$ cat src/hdl/i2cs_pkg.sv
// Shared types, codes and constants of the I2C transaction sequencer.
`default_nettype none

package i2cs_pkg;

    localparam int BUFFER_DEPTH = 32;

    // Wide enough for any buffer index, from a slot or from the transfer count
    localparam int IDX_W = 8;

    localparam logic [5:0] COUNT_MAX = 6'd63;
    localparam logic       READ_FLAG = 1'b1;

    typedef enum logic [2:0] {
        CMD_NONE     = 3'd0,
        CMD_CONTINUE = 3'd1,
        CMD_START    = 3'd2,
        CMD_STOP     = 3'd3,
        CMD_ACK      = 3'd4,
        CMD_NACK     = 3'd5
    } cmd_t;

    typedef enum logic [1:0] {
        KIND_BUF_WRITE = 2'd0,
        KIND_BUF_READ  = 2'd1,
        KIND_START     = 2'd2,
        KIND_EVENT     = 2'd3
    } kind_t;

    localparam logic [3:0] ST_START       = 4'd0;
    localparam logic [3:0] ST_RSTART      = 4'd1;
    localparam logic [3:0] ST_SLAW_ACK    = 4'd2;
    localparam logic [3:0] ST_TXDATA_ACK  = 4'd4;
    localparam logic [3:0] ST_ARBLOST     = 4'd6;
    localparam logic [3:0] ST_SLAR_ACK    = 4'd7;
    localparam logic [3:0] ST_RXDATA_ACK  = 4'd9;
    localparam logic [3:0] ST_RXDATA_NACK = 4'd10;

    localparam logic [1:0] REG_SLAVE_ADDR = 2'd0;
    localparam logic [1:0] REG_TX_LENGTH  = 2'd1;
    localparam logic [1:0] REG_RX_LENGTH  = 2'd2;

    typedef struct packed {
        cmd_t       command;
        logic [7:0] data_byte;
        logic       data_valid;
        logic       finished;
    } result_t;

    // Decision made at accept, resolved once the buffer read data lands
    typedef struct packed {
        cmd_t       command;
        logic [7:0] byte_val;
        logic       use_mem;
        logic       in_range;
        logic       data_valid;
    } stage_t;

endpackage

`default_nettype wire

$ cat src/hdl/i2c_master_transaction_sequencer.sv
// Top level of the I2C write-then-read transaction sequencer.
// Takes one item per clock while in_stall is low. Each item touches the
// single-port byte buffer at most once, at the edge it is accepted, where the
// buffer read data is also registered; its result is formed in the next cycle
// and registered into a two-entry output queue, which offers it on the output.
// in_stall rises only when the output queue plus the item in flight would
// overfill. The buffer is not cleared at reset: read only entries already
// written. Registers (APB): slave_address at 0x0, tx_length at 0x4,
// rx_length at 0x8; write them only while the block is idle.
`default_nettype none

module i2c_master_transaction_sequencer #(
    parameter int BUFFER_DEPTH = i2cs_pkg::BUFFER_DEPTH
) (
    input  wire logic        clk,
    input  wire logic        rst_n,
    input  wire logic        psel,
    input  wire logic        penable,
    input  wire logic        pwrite,
    input  wire logic [3:0]  paddr,
    input  wire logic [31:0] pwdata,
    output logic      [31:0] prdata,
    output logic             pready,
    input  wire logic        in_valid,
    output logic             in_stall,
    input  wire logic [1:0]  kind,
    input  wire logic [3:0]  status,
    input  wire logic [7:0]  byte_in,
    input  wire logic [4:0]  slot,
    output logic             out_valid,
    input  wire logic        out_stall,
    output logic      [2:0]  command,
    output logic      [7:0]  data_byte,
    output logic             data_valid,
    output logic             finished
);

    logic [6:0]        slave_address_reg;
    logic [5:0]        tx_length_reg;
    logic [5:0]        rx_length_reg;
    logic              cfg_write;
    logic              accept;
    logic              push, pop, q_not_empty;
    logic [1:0]        q_fill;
    i2cs_pkg::result_t push_data, head;

    assign pready    = 1'b1;
    assign cfg_write = psel && penable && pwrite;

    always_ff @(posedge clk or negedge rst_n)
    begin
        if (!rst_n)
        begin
            slave_address_reg <= 7'd0;
            tx_length_reg     <= 6'd0;
            rx_length_reg     <= 6'd0;
        end
        else if (cfg_write)
        begin
            unique case (paddr[3:2])
                i2cs_pkg::REG_SLAVE_ADDR: slave_address_reg <= pwdata[6:0];
                i2cs_pkg::REG_TX_LENGTH:  tx_length_reg     <= pwdata[5:0];
                i2cs_pkg::REG_RX_LENGTH:  rx_length_reg     <= pwdata[5:0];
                default:                  ;
            endcase
        end
    end

    always_comb
    begin
        unique case (paddr[3:2])
            i2cs_pkg::REG_SLAVE_ADDR: prdata = {25'd0, slave_address_reg};
            i2cs_pkg::REG_TX_LENGTH:  prdata = {26'd0, tx_length_reg};
            i2cs_pkg::REG_RX_LENGTH:  prdata = {26'd0, rx_length_reg};
            default:                  prdata = 32'd0;
        endcase
    end

    // Hold off while queue content plus the item in flight leaves no room
    assign pop      = q_not_empty && !out_stall;
    assign in_stall = ({1'b0, q_fill} + {2'b00, push}) > (3'd1 + {2'b00, pop});
    assign accept   = in_valid && !in_stall;

    i2cs_seq #(
        .BUFFER_DEPTH (BUFFER_DEPTH)
    ) u_seq (
        .clk           (clk),
        .rst_n         (rst_n),
        .accept        (accept),
        .kind          (kind),
        .status        (status),
        .byte_in       (byte_in),
        .slot          (slot),
        .slave_address (slave_address_reg),
        .tx_length     (tx_length_reg),
        .rx_length     (rx_length_reg),
        .push          (push),
        .push_data     (push_data)
    );

    i2cs_out_q u_out_q (
        .clk       (clk),
        .rst_n     (rst_n),
        .push      (push),
        .push_data (push_data),
        .pop       (pop),
        .not_empty (q_not_empty),
        .fill      (q_fill),
        .head      (head)
    );

    assign out_valid  = q_not_empty;
    assign command    = head.command;
    assign data_byte  = head.data_byte;
    assign data_valid = head.data_valid;
    assign finished   = head.finished;

endmodule

`default_nettype wire

$ cat src/hdl/i2cs_buf_ram.sv
// Single-port byte buffer with registered read data.
`default_nettype none

module i2cs_buf_ram #(
    parameter int DEPTH = i2cs_pkg::BUFFER_DEPTH,
    parameter int AW    = $clog2(i2cs_pkg::BUFFER_DEPTH)
) (
    input  wire logic          clk,
    input  wire logic          en,
    input  wire logic          we,
    input  wire logic [AW-1:0] addr,
    input  wire logic [7:0]    wdata,
    output logic      [7:0]    rdata
);

    logic [7:0] mem [DEPTH];

    always_ff @(posedge clk)
    begin
        if (en)
        begin
            if (we)
            begin
                mem[addr] <= wdata;
            end
            else
            begin
                rdata <= mem[addr];
            end
        end
    end

endmodule

`default_nettype wire

$ cat src/hdl/i2cs_seq.sv
// Transaction decision logic, count and read-bit state, and the buffer access stage.
`default_nettype none

module i2cs_seq #(
    parameter int BUFFER_DEPTH = i2cs_pkg::BUFFER_DEPTH
) (
    input  wire logic              clk,
    input  wire logic              rst_n,
    input  wire logic              accept,
    input  wire logic [1:0]        kind,
    input  wire logic [3:0]        status,
    input  wire logic [7:0]        byte_in,
    input  wire logic [4:0]        slot,
    input  wire logic [6:0]        slave_address,
    input  wire logic [5:0]        tx_length,
    input  wire logic [5:0]        rx_length,
    output logic                   push,
    output i2cs_pkg::result_t      push_data
);

    localparam int AW = (BUFFER_DEPTH > 1) ? $clog2(BUFFER_DEPTH) : 1;

    logic [5:0]                     count_reg, count_next;
    logic                           rbit_reg, rbit_next;
    logic [5:0]                     cnt_inc;
    logic [i2cs_pkg::IDX_W-1:0]     idx_wide;
    logic                           want_wr, want_rd, in_range;
    logic                           ram_en;
    logic [7:0]                     ram_rdata;
    i2cs_pkg::stage_t               stage_next;
    i2cs_pkg::stage_t               stage_reg;
    logic                           s1_valid_reg;

    assign cnt_inc = (count_reg == i2cs_pkg::COUNT_MAX) ? count_reg : count_reg + 6'd1;

    always_comb
    begin
        count_next          = count_reg;
        rbit_next           = rbit_reg;
        want_wr             = 1'b0;
        want_rd             = 1'b0;
        idx_wide            = {3'b000, slot};
        stage_next.command  = i2cs_pkg::CMD_NONE;
        stage_next.byte_val = 8'h00;
        stage_next.use_mem  = 1'b0;
        stage_next.data_valid = 1'b0;
        unique case (i2cs_pkg::kind_t'(kind))
            i2cs_pkg::KIND_BUF_WRITE:
            begin
                want_wr = 1'b1;
            end
            i2cs_pkg::KIND_BUF_READ:
            begin
                want_rd               = 1'b1;
                stage_next.use_mem    = 1'b1;
                stage_next.data_valid = 1'b1;
            end
            i2cs_pkg::KIND_START:
            begin
                rbit_next          = (tx_length == 6'd0);
                stage_next.command = i2cs_pkg::CMD_START;
            end
            i2cs_pkg::KIND_EVENT:
            begin
                unique case (status)
                    i2cs_pkg::ST_START, i2cs_pkg::ST_RSTART:
                    begin
                        count_next            = 6'd0;
                        stage_next.command    = i2cs_pkg::CMD_CONTINUE;
                        stage_next.byte_val   = {slave_address,
                                                 rbit_reg & i2cs_pkg::READ_FLAG};
                        stage_next.data_valid = 1'b1;
                    end
                    i2cs_pkg::ST_SLAW_ACK, i2cs_pkg::ST_TXDATA_ACK:
                    begin
                        if (count_reg < tx_length)
                        begin
                            // Fetch the next transmit byte from the buffer
                            idx_wide              = {2'b00, count_reg};
                            want_rd               = 1'b1;
                            count_next            = cnt_inc;
                            stage_next.command    = i2cs_pkg::CMD_CONTINUE;
                            stage_next.use_mem    = 1'b1;
                            stage_next.data_valid = 1'b1;
                        end
                        else if (rx_length != 6'd0)
                        begin
                            rbit_next          = 1'b1;
                            stage_next.command = i2cs_pkg::CMD_START;
                        end
                        else
                        begin
                            stage_next.command = i2cs_pkg::CMD_STOP;
                        end
                    end
                    i2cs_pkg::ST_ARBLOST:
                    begin
                        stage_next.command = i2cs_pkg::CMD_NONE;
                    end
                    i2cs_pkg::ST_SLAR_ACK:
                    begin
                        stage_next.command = (rx_length > 6'd1) ? i2cs_pkg::CMD_ACK
                                                                : i2cs_pkg::CMD_NACK;
                    end
                    i2cs_pkg::ST_RXDATA_ACK:
                    begin
                        idx_wide   = {2'b00, count_reg};
                        want_wr    = 1'b1;
                        count_next = cnt_inc;
                        stage_next.command = (({1'b0, cnt_inc} + 7'd1) < {1'b0, rx_length})
                                             ? i2cs_pkg::CMD_ACK : i2cs_pkg::CMD_NACK;
                    end
                    i2cs_pkg::ST_RXDATA_NACK:
                    begin
                        idx_wide           = {2'b00, count_reg};
                        want_wr            = 1'b1;
                        count_next         = cnt_inc;
                        stage_next.command = i2cs_pkg::CMD_STOP;
                    end
                    default:
                    begin
                        stage_next.command = i2cs_pkg::CMD_STOP;
                    end
                endcase
            end
            default:
            begin
                stage_next.command = i2cs_pkg::CMD_NONE;
            end
        endcase
        in_range            = ({1'b0, idx_wide} < 9'(BUFFER_DEPTH));
        stage_next.in_range = in_range;
    end

    assign ram_en = accept && (want_wr || want_rd) && in_range;

    i2cs_buf_ram #(
        .DEPTH (BUFFER_DEPTH),
        .AW    (AW)
    ) u_ram (
        .clk   (clk),
        .en    (ram_en),
        .we    (want_wr),
        .addr  (idx_wide[AW-1:0]),
        .wdata (byte_in),
        .rdata (ram_rdata)
    );

    always_ff @(posedge clk or negedge rst_n)
    begin
        if (!rst_n)
        begin
            count_reg    <= 6'd0;
            rbit_reg     <= 1'b0;
            s1_valid_reg <= 1'b0;
        end
        else
        begin
            s1_valid_reg <= accept;
            if (accept)
            begin
                count_reg <= count_next;
                rbit_reg  <= rbit_next;
            end
        end
    end

    always_ff @(posedge clk)
    begin
        if (accept)
        begin
            stage_reg <= stage_next;
        end
    end

    // Out-of-range reads answer zero
    always_comb
    begin
        push                 = s1_valid_reg;
        push_data.command    = stage_reg.command;
        push_data.data_valid = stage_reg.data_valid;
        push_data.finished   = (stage_reg.command == i2cs_pkg::CMD_STOP);
        if (stage_reg.use_mem)
        begin
            push_data.data_byte = stage_reg.in_range ? ram_rdata : 8'h00;
        end
        else
        begin
            push_data.data_byte = stage_reg.byte_val;
        end
    end

endmodule

`default_nettype wire

$ cat src/hdl/i2cs_out_q.sv
// Two-entry result queue that decouples the output side from the sequencer.
`default_nettype none

module i2cs_out_q (
    input  wire logic              clk,
    input  wire logic              rst_n,
    input  wire logic              push,
    input  wire i2cs_pkg::result_t push_data,
    input  wire logic              pop,
    output logic                   not_empty,
    output logic [1:0]             fill,
    output i2cs_pkg::result_t      head
);

    i2cs_pkg::result_t entry_reg [2];
    logic              wr_ptr_reg, rd_ptr_reg;
    logic [1:0]        fill_reg;

    assign not_empty = (fill_reg != 2'd0);
    assign fill      = fill_reg;
    assign head      = entry_reg[rd_ptr_reg];

    always_ff @(posedge clk or negedge rst_n)
    begin
        if (!rst_n)
        begin
            wr_ptr_reg <= 1'b0;
            rd_ptr_reg <= 1'b0;
            fill_reg   <= 2'd0;
        end
        else
        begin
            if (push)
            begin
                wr_ptr_reg <= ~wr_ptr_reg;
            end
            if (pop)
            begin
                rd_ptr_reg <= ~rd_ptr_reg;
            end
            fill_reg <= fill_reg + {1'b0, push} - {1'b0, pop};
        end
    end

    always_ff @(posedge clk)
    begin
        if (push)
        begin
            entry_reg[wr_ptr_reg] <= push_data;
        end
    end

endmodule

`default_nettype wire

$ cat config.mk
export PLATFORM = sky130hd
export DESIGN_NAME = i2c_master_transaction_sequencer
export DESIGN_NICKNAME = d
export VERILOG_FILES = /design/src/hdl/i2cs_pkg.sv /design/src/hdl/i2c_master_transaction_sequencer.sv /design/src/hdl/i2cs_buf_ram.sv /design/src/hdl/i2cs_seq.sv /design/src/hdl/i2cs_out_q.sv
export SDC_FILE = /design/constraint.sdc
export NUM_CORES = 1
export LEC_CHECK = 0
export ABC_CLOCK_PERIOD_IN_PS = 4100
export CAP_MARGIN = 5
export CORE_MARGIN = 5
export CORE_UTILIZATION = 34
export DETAILED_ROUTE_END_ITERATION = 6
export DONT_BUFFER_PORTS = 1
export GPL_TIMING_DRIVEN = 0
export PLACE_DENSITY = 0.55
export RECOVER_POWER = 25
export SLEW_MARGIN = 20
export SYNTH_ARGS = -nofsm -noshare
export SYNTH_HDL_FRONTEND = slang
export SYNTH_HIERARCHICAL = 1
export SYNTH_SLANG_ARGS = --single-unit
$ cat constraint.sdc
create_clock -name clk -period 4.1 [get_ports clk]
set_input_delay 0.82 -clock clk [delete_from_list [all_inputs] [get_ports clk]]
set_output_delay 0.82 -clock clk [all_outputs]
set_load 0.02 [all_outputs]
==> flow_metrics.env <==
export IMPL_placedInstanceArea_um2=15340
export IMPL_die_area_um2=47040
export IMPL_clock_path_buffers=3
export IMPL_vias=8034
export IMPL_design_core_area_um2=42130
export IMPL_largest_register_ffs=256
export IMPL_violations="max-capacitance violations, max-slew violations"
export IMPL_crit_chain="inv_1 -> ha_1 -> o21a_1 -> o211ai_1 -> o21ai_2 -> o21ai_2 -> buf_6 -> mux2_1 -> buf_6 -> clkbuf_2 -> nand3b_1 -> nor2_2"
export IMPL_grt_pass1_vias=8075
export IMPL_maxSlewHeadroom=-0.2076
export IMPL_cp_slowest_cell="nor2_2"
export IMPL_arrival_ns=4.07
export IMPL_hp_start="byte_in[2]"
export IMPL_drt_vias_per_instance=4.993
export IMPL_drcViolationCount=0
export IMPL_syn_cell_area_um2=14550
export IMPL_drive_gt1_frac=0.2261
export IMPL_cts_buffers=38
export IMPL_portBuffers=0
export IMPL_r2r_start="tx_length_reg[2]"
export IMPL_peakVddDrop_v=0.0002611
export IMPL_synth_seq_cells=335
export IMPL_tritoncts="built"
export IMPL_grt_pass1_wl_um=49780
export IMPL_path_clk_slew_ns=0.06
export IMPL_cp_depth=12
export IMPL_final_util=0.4065
export IMPL_synthCells=958
export IMPL_synth_yosys_warnings=6
export IMPL_p_per_area_nw_per_um2=527.1
export IMPL_synth_edff_count=304
export IMPL_die_h_um=216.9
export IMPL_n_fill_cell=3782
export IMPL_fmax_mhz=255.9
export IMPL_finalSetupTns_ns=0
export IMPL_tightestPinTransition_ns=1.811
export IMPL_skew_ns=0.01964
export IMPL_htree_levels=2
export IMPL_fin_nets=1121
export IMPL_fin_area_um2=17130
export IMPL_dp_hpwl_um=22250
export IMPL_startpoint_type="flip-flop"
export IMPL_ys_seq_area_frac=0.6806
export IMPL_gr_total_overflow=0
export IMPL_wirelength_um=32680
export IMPL_setup_slack_ns=0.1924
export IMPL_track_usage=0.1373
export IMPL_cts_sinks=335
export IMPL_setup_violations_final=0
export IMPL_synth_cell_types=67
export IMPL_place_congestion=0.8665
export IMPL_final_common_cell="edfxtp_1"
export IMPL_fin_hold_ws_ns=0.3854
export IMPL_cap_violations=1
export IMPL_detailedPlace_worstSlack_ns=-1.048
export IMPL_min_period_ns=3.908
export IMPL_cpLargestDelayFamily="simple AND/OR/NAND/NOR gates"
export IMPL_grt_max_degree=33
export IMPL_startpoint="tx_length_reg[2]"
export IMPL_ant_nets=0
export IMPL_worst_setup_path_type="flip-flop to flip-flop"
export IMPL_placementRows=75
export IMPL_drt_iter0_drc=484
export IMPL_crit_required_ns=4.26
export IMPL_period_share=0.9531
export IMPL_fin_total_pwr_mw=9.028
export IMPL_status="finished with violations"
export IMPL_p_leak_nw=6.166
export IMPL_hold_class="input port to flip-flop"
export IMPL_async_reset_ff_frac=0.09254
export IMPL_clk_latency_ns=0.53
export IMPL_top_level_ports=110
export IMPL_initial_core_util=0.3454
export IMPL_crit_fanout=10
export IMPL_holdPathStages=0
export IMPL_worstSetupEndpointType="flip-flop"
export IMPL_final_cell_mix="edfxtp_1, mux2i_1, o22ai_1"
export IMPL_die_x_um=216.9
export IMPL_syn_mean_instance_area_um2=15.19
export IMPL_dp_cells=1521
export IMPL_final_hold_violation_count=0
export IMPL_synth_flop_cell="edfxtp_1"
export IMPL_worst_path_buf_inv=4
export IMPL_wl_per_cell_um=20.31
export IMPL_cts_root_buf="clkbuf_16"
export IMPL_reg2reg_depth=12
export IMPL_fin_cells=1609
export IMPL_antenna_found_initial=2
export IMPL_max_stage_delay_ns=0.51
export IMPL_maxSlewViolCount=32
export IMPL_area_growth_pct=17.70
export IMPL_first_pass_iters=5
-- final timing paths --
check                                    endpoint  slack (ns)
min                        u_seq/u_ram/mem[11][2]        0.39
max in group asynchronous        rx_length_reg[1]        2.26
max                        u_seq/u_ram/mem[23][2]        0.19
max reg2reg                u_seq/u_ram/mem[23][2]        0.19
min in group asynchronous        rx_length_reg[3]        0.78
min reg2reg                    u_out_q/wr_ptr_reg        0.50
-- area by class of cell --
| type | count | area [µm²] | share of cell area |
|---|---|---|---|
| Inverter | 29 | 108.9 | 0.006355 |
| Clock inverter | 23 | 183.9 | 0.01074 |
| Clock buffer | 45 | 998.5 | 0.05829 |
| Timing Repair Buffer | 21 | 229.0 | 0.01337 |
| Sequential cell | 335 | 9905 | 0.5782 |
| Multi-Input combinational cell | 539 | 4514 | 0.2636 |
| Tap cell | 539 | 674.4 | 0.03937 |
| Antenna cell | 4 | 10.01 | 0.0005844 |
| Buffer | 74 | 505.5 | 0.02951 |
-- Yosys cell counts (4+ instances only) --
cell | n | share of area
nor2b_1 | 7 | 0.0030
ha_1 | 20 | 0.017
o21ai_0 | 22 | 0.0076
and2_1 | 12 | 0.0052
edfxtp_1 | 304 | 0.63
a21oi_1 | 10 | 0.0034
nand3_1 | 7 | 0.0024
mux2_4 | 7 | 0.0072
or2_2 | 4 | 0.0017
or3_1 | 6 | 0.0026
xnor2_1 | 5 | 0.0030
nor3_1 | 10 | 0.0034
mux2_1 | 4 | 0.0031
mux2_2 | 27 | 0.021
nor2_1 | 41 | 0.011
o22ai_1 | 65 | 0.028
nor4_1 | 17 | 0.0073
buf_6 | 5 | 0.0039
mux2i_1 | 134 | 0.092
buf_2 | 25 | 0.0086
clkbuf_1 | 13 | 0.0034
nand4b_1 | 5 | 0.0030
inv_1 | 29 | 0.0075
nand4bb_1 | 5 | 0.0039
nand2_1 | 40 | 0.010
xor2_1 | 5 | 0.0030
dfrtp_1 | 31 | 0.053
buf_4 | 33 | 0.017
-- what timing repair did --
item	4_1_cts	5_1_grt
gates cloned	0	0
pin swaps	7	10
endpoints found under the setup margin	272	264
hold buffers	1	0
buffers inserted	8	12
endpoints found under the hold margin	31	0
gates resized for setup	88	10
-- per-layer routing --
layer / GRT usage / routed length, µm / vias to the layer above
li1: - / - / 3786
met1: 0.1831 / 14210 / 3995
met2: 0.2331 / 16040 / 201
met3: 0.02501 / 1756 / 52
met4: 0.03623 / 667 / 0
met5: 0 / 0 / -
-- kinds of logic (layout without fill, tap and decap cells) --
kind of cell / after synthesis / after routing / synth area share
AND/OR/NAND/NOR: 181 / 181 / 0.07127
XOR/XNOR: 11 / 11 / 0.007651
AO/OA/AOI/OAI: 128 / 128 / 0.05692
flip-flops: 335 / 335 / 0.6806
buffers and inverters: 108 / 192 / 0.04110
adder cells (fa/ha/maj): 21 / 21 / 0.01857
multiplexers: 172 / 172 / 0.1234
other: 2 / 30 / 0.0005161
-- where the power goes --
part	switching (mW)	internal, mW	total, mW
Combinational	0.973	0.645	1.62
Clock	1.32	1.87	3.20
Sequential	0.146	4.07	4.22
Total	2.44	6.59	9.03
No activity file was read; power rests on OpenSTA's default activity.
